$ cat config.mk
export PLATFORM = sky130hd
export DESIGN_NAME = pve_lane
export DESIGN_NICKNAME = d
export VERILOG_FILES = /design/src/design/pve_pkg.sv /design/src/design/pve_lane.sv
export SDC_FILE = /design/constraint.sdc
export NUM_CORES = 2
export LEC_CHECK = 0
export BUFFER_PORTS_ARGS = -buffer_cell sky130_fd_sc_hd__buf_2
export CAP_MARGIN = 20
export CORE_MARGIN = 5
export CORE_UTILIZATION = 59
export CTS_CLUSTER_DIAMETER = 150
export CTS_CLUSTER_SIZE = 10
export DETAILED_ROUTE_END_ITERATION = 6
export PLACE_DENSITY = 0.9
export RECOVER_POWER = 100
export SLEW_MARGIN = 15
export SYNTH_ARGS = -nofsm -noshare
export SYNTH_HDL_FRONTEND = slang
export SYNTH_SLANG_ARGS = --single-unit
$ cat constraint.sdc
create_clock -name clk -period 11.29 [get_ports clk]
set_clock_uncertainty 0.05 [all_clocks]
set_input_delay 1.6935 -clock clk [delete_from_list [all_inputs] [get_ports clk]]
set_output_delay 1.6935 -clock clk [all_outputs]
set_load 0.01 [all_outputs]
$ cat src/design/pve_pkg.sv
// Shared types and constants for the pose velocity estimator.
// Holds the widths, the micro-op and jump codes and the control structs.
// No dependencies; compile first.
package pve_pkg;

  localparam int AXES       = 3;
  localparam int POS_W      = 32;
  localparam int TIME_W     = 48;
  localparam int DT_W       = TIME_W - 1;
  localparam int DIFF_W     = POS_W + 1;
  localparam int SCALE_W    = 20;
  localparam int PROD_W     = DIFF_W + SCALE_W;
  localparam int CNT_W      = $clog2(PROD_W + 1);
  localparam int BLEND_W    = 17;
  localparam int BLEND_FRAC = 16;
  localparam int BPROD_W    = DIFF_W + BLEND_W;
  localparam int STATUS_W   = 2;
  localparam int STEP_W     = 4;

  localparam logic [SCALE_W-1:0]  SCALE       = SCALE_W'(1000000);
  localparam logic [BLEND_W-1:0]  BLEND_ONE   = BLEND_W'(65536);
  localparam logic [BLEND_W-1:0]  BLEND_RESET = BLEND_W'(6554);
  localparam logic [BPROD_W-1:0]  BLEND_HALF  = BPROD_W'(32768);
  localparam logic [POS_W-1:0]    POS_MAX     = {1'b0, {(POS_W-1){1'b1}}};
  localparam logic [POS_W-1:0]    POS_MIN     = {1'b1, {(POS_W-1){1'b0}}};

  localparam logic [STATUS_W-1:0] VS_FIRST    = 2'd0;
  localparam logic [STATUS_W-1:0] VS_COMPUTED = 2'd1;
  localparam logic [STATUS_W-1:0] VS_HELD     = 2'd2;

  typedef enum logic [3:0] {
    OP_NOP    = 4'd0,
    OP_WAIT   = 4'd1,
    OP_SETUP  = 4'd2,
    OP_DIVIDE = 4'd3,
    OP_CLIP   = 4'd4,
    OP_BMUL   = 4'd5,
    OP_BADD   = 4'd6,
    OP_ZERO   = 4'd7,
    OP_HOLD   = 4'd8,
    OP_EMIT   = 4'd9
  } uop_t;

  typedef enum logic [2:0] {
    COND_NEVER    = 3'd0,
    COND_ALWAYS   = 3'd1,
    COND_NO_INPUT = 3'd2,
    COND_FIRST    = 3'd3,
    COND_HOLD     = 3'd4,
    COND_DIV_MORE = 3'd5,
    COND_OUT_BUSY = 3'd6
  } cond_t;

  typedef struct packed {
    uop_t              op;
    cond_t             cond;
    logic [STEP_W-1:0] target;
  } ctrl_word_t;

  typedef struct packed {
    logic in_valid;
    logic first;
    logic hold;
    logic out_busy;
  } seq_flags_t;

endpackage

$ cat src/design/pve_lane.sv
// One axis datapath: difference, scale, restoring divide, clip and blend, or a zero or held velocity.
// Driven by micro-ops from pve_seq; depends on pve_pkg.
module pve_lane import pve_pkg::*; (
  input  logic               clk,
  input  uop_t               op,
  input  logic [POS_W-1:0]   pos,
  input  logic [POS_W-1:0]   last_pos,
  input  logic [POS_W-1:0]   last_vel,
  input  logic [DT_W-1:0]    dt,
  input  logic [BLEND_W-1:0] blend_a,
  output logic [POS_W-1:0]   vel_new,
  output logic               clip
);

  logic [PROD_W-1:0]  quo;
  logic [DT_W-1:0]    rem;
  logic               neg;
  logic [POS_W-1:0]   raw;
  logic [BPROD_W-1:0] bprod;
  logic               dneg;

  logic [DIFF_W-1:0]  diff;
  logic [DIFF_W-1:0]  mag;
  logic [DT_W:0]      trial;
  logic               ge;
  logic [DT_W:0]      trial_sub;
  logic [PROD_W-1:0]  limit;
  logic               over;
  logic [PROD_W-1:0]  qc;
  logic [DIFF_W-1:0]  d;
  logic [DIFF_W-1:0]  dmag;
  logic [BPROD_W-1:0] rounded;
  logic [DIFF_W-1:0]  stepv;
  logic [DIFF_W-1:0]  blended;

  always_comb begin
    diff      = {pos[POS_W-1], pos} - {last_pos[POS_W-1], last_pos};
    mag       = diff[DIFF_W-1] ? -diff : diff;
    trial     = {rem, quo[PROD_W-1]};
    ge        = trial >= {1'b0, dt};
    trial_sub = trial - {1'b0, dt};
    limit     = neg ? PROD_W'({1'b0, POS_MIN}) : PROD_W'({1'b0, POS_MAX});
    over      = quo > limit;
    qc        = over ? limit : quo;
    d         = {raw[POS_W-1], raw} - {last_vel[POS_W-1], last_vel};
    dmag      = d[DIFF_W-1] ? -d : d;
    rounded   = bprod + BLEND_HALF;
    stepv     = rounded[BLEND_FRAC +: DIFF_W];
    blended   = dneg ? ({last_vel[POS_W-1], last_vel} - stepv)
                     : ({last_vel[POS_W-1], last_vel} + stepv);
  end

  always_ff @(posedge clk) begin
    case (op)
      OP_SETUP: begin
        neg <= diff[DIFF_W-1];
        quo <= PROD_W'(mag) * PROD_W'(SCALE);
        rem <= '0;
      end
      OP_DIVIDE: begin
        rem <= ge ? trial_sub[DT_W-1:0] : trial[DT_W-1:0];
        quo <= {quo[PROD_W-2:0], ge};
      end
      OP_CLIP: begin
        clip <= over;
        raw  <= neg ? -qc[POS_W-1:0] : qc[POS_W-1:0];
      end
      OP_BMUL: begin
        dneg  <= d[DIFF_W-1];
        bprod <= BPROD_W'(dmag) * BPROD_W'(blend_a);
      end
      OP_BADD: vel_new <= blended[POS_W-1:0];
      OP_ZERO: vel_new <= '0;
      OP_HOLD: vel_new <= last_vel;
      default: ;
    endcase
  end

endmodule

==> impl_metrics.tcl <==
set metrics [dict create \
    io_pins 198 \
    drt-initial-drc-count 3010 \
    h-tree-depth 4 \
    critPathArrivalTime_ps 11190 \
    die_area_sq_um 80200 \
    place_ws_ps -432 \
    r2r_setup_slack_ps 1150 \
    synth_warnings 0 \
    hold_viol 0 \
    drv_cap 8 \
    hold_path.class "reg2reg" \
    cts_root_buffer "clkbuf_16" \
    cp-start-kind "input pin" \
    core_area_sq_um 74200 \
    first_pass_iters 7 \
    area_growth_pct 8.36 \
    ys_seq_area_share_pct 13.6 \
    start_util_pct 59.4 \
    synth-async-reset-ratio_pct 0 \
    critPathMaxStageDelay_ps 580 \
    final_cells 6276 \
    status "complete, but fails checks" \
    synth_seq_cells 200 \
    antenna_cells 0 \
    synthMostInstantiatedCell "inv_1" \
    final_max_slew_viol_count 381 \
    finalSetupViolCount 0 \
    crit_top_cell "fa_1" \
    synthMuxAreaShare_pct 0.241 \
    synth_compound_area_share_pct 14.1 \
    synth_edf_count 200 \
    fp.dieW_microns 283 \
    wl_microns 116000 \
    fp-row-count 100 \
    violations "DRC, capacitance limit, slew limit" \
    hold_depth 2 \
    synth_cells 5079 \
    cts.sinks 200 \
    synth_top_area_share_pct 27.5 \
    min_period_ps 11040 \
    hold_end "quo[48]" \
    synth-simple-area-share_pct 15.8 \
    yosys-top-cells-area "fa_1 28%, edfxtp_1 14%, ha_1 13%" \
    cp_max_fo 17 \
    cts.clk_slew.worst_paths_ps 80 \
    fin_ws_ps 255 \
    avgViaCountPerCell 5.96 \
    die_h_microns 283 \
    synth_area_leader_cell "fa_1" \
    cts_tree "done" \
    r2r-start "raw[0]" \
    fin_crit_sh_pct 97.7 \
    timing.rr.end "bprod[47]" \
    tightest_slew_ps 2960 \
    path_class "in2reg" \
    grt_pass1_wl_microns 188000 \
    ctsHoldBuffers 0 \
    grt_max_degree 96 \
    synth_xor_area_share_pct 6.55 \
    clkLatencyLatePin_ps 480 \
    crit_slowest_cell "fa_1" \
    ys.flop_type "edfxtp_1" \
    syn-num-nets 6295 \
    worstPathRequired_ps 11440 \
    numPlacedInstances 6235 \
    syn_avg_cell_area_sq_um 8.67 \
    antenna_found_initial 0 \
    synthAdderAreaFrac_pct 40.2 \
    cts_buffer_depth 2 \
    final_util_pct 64.3 \
    worstSetupEndpointType "register" \
    netlist_area_sq_um 44000 \
    grt_use_total_pct 28.1 \
    finalNetCount 6510 \
    drc 3 \
    ys_types 100 \
    routedWlPerCell_microns 18.5 \
    io_buffer_count 197 \
    grt_pass1_vias 39000 \
    r2r_cells 40 \
    hpwl_microns 92800 \
    via_count 37400 \
    cts_buffers 17 \
    gp_congestion 0.938 \
    ant_nets 0 \
    drive_gt1_share_pct 8.46 \
    overflow 0 \
    crit_start "last_vel[0]" \
    synth_commonest_cells "923 x inv_1, 605 x fa_1, 551 x nand2_1" \
    min_from "quo[47]" \
    fmax_mhz 90.6 \
    synth_top_family_by_area "adder cells" \
    slew_headroom_pct -97.4 \
]
==> per-stage QoR <==
stage	cell area (sq um)	hold slack (ps)	setup TNS [ps]
6_report	47700	506	0
5_1_grt	47700	538	-191
4_1_cts	47600	510	0
3_5_place_dp	47000	491	-2360
3_3_place_gp	47000	485	-175
2_1_floorplan	44000	461	0
==> layer usage <==
layer | wire (microns) | global-route usage [%]
met4 | 7700 | 16.2
met5 | 0 | 0
met1 | 41400 | 32.0
met2 | 59600 | 50.6
met3 | 7690 | 3.78
==> critical path, delay by kind of cell <==
kind | cells | cell delay, ps
xor gates and xnor gates | 3 | 700
AOI/OAI and AO/OA | 13 | 2320
adders and majority gates | 9 | 3910
and+or+nand+nor | 6 | 1610
buffers and inverters | 9 | 940
==> cells in the final DEF (no fill, tap or decap), types with 43 or more instances in the layout <==
cell and instances:
a21oi_1 280, xor2_1 128, fa_1 605, and3_1 43
buf_2 161, nand2b_1 44, clkbuf_1 45, nand3_1 63
o21a_1 49, nor2_1 250, o21ai_0 175, inv_1 921
and2_1 192, edfxtp_1 200, ha_1 445, nor2b_1 48
a21o_1 130, xnor2_1 190, nand2_1 550, buf_4 158
nor3_1 70, nand4_1 43
==> repair_timing <==
item                                    CTS  global route
endpoints found under the setup margin    0            25
gates resized for setup                   0            43
buffers inserted                          0             7
==> worst max path at each step <==
stage,depth (start not counted),slack (ps),end
final,40,250,bprod[47]
after global routing,38,-130,bprod[47]
after CTS,41,60,bprod[47]
after detailed placement,40,-430,bprod[47]
after global placement,40,-100,bprod[47]
after floorplan,6,9,quo[41]
==> registers in the layout, summed over array words and instances, names as in the netlist <==
| register | count |
|---|---|
| bprod | 33 |
| rem | 47 |
| clip | 1 |
| raw | 32 |
| quo | 53 |
| vel_new | 32 |
| dneg | 1 |
| neg | 1 |
==> final cells by class <==
class / instances / area, sq um
timing repair inverter: 1 / 7.51
fill: 5669 / 26500
clock buffer: 17 / 425
tap: 969 / 1210
inverter: 924 / 3470
sequential: 200 / 6010
multi-input combinational: 3769 / 34000
timing repair buffer: 381 / 2420
clock inverter: 15 / 153
==> logic make-up after synthesis <==
| group | after synthesis |
|---|---|
| xor+xnor | 327 |
| flops | 200 |
| compound gates | 950 |
| fa+ha+maj | 1051 |
| mux | 10 |
| simple gates | 1431 |
| buf+inv | 1110 |
Power is left out: the tool's default activity adds up to more than one toggle a clock period on the data nets, which glitch-free logic cannot reach.
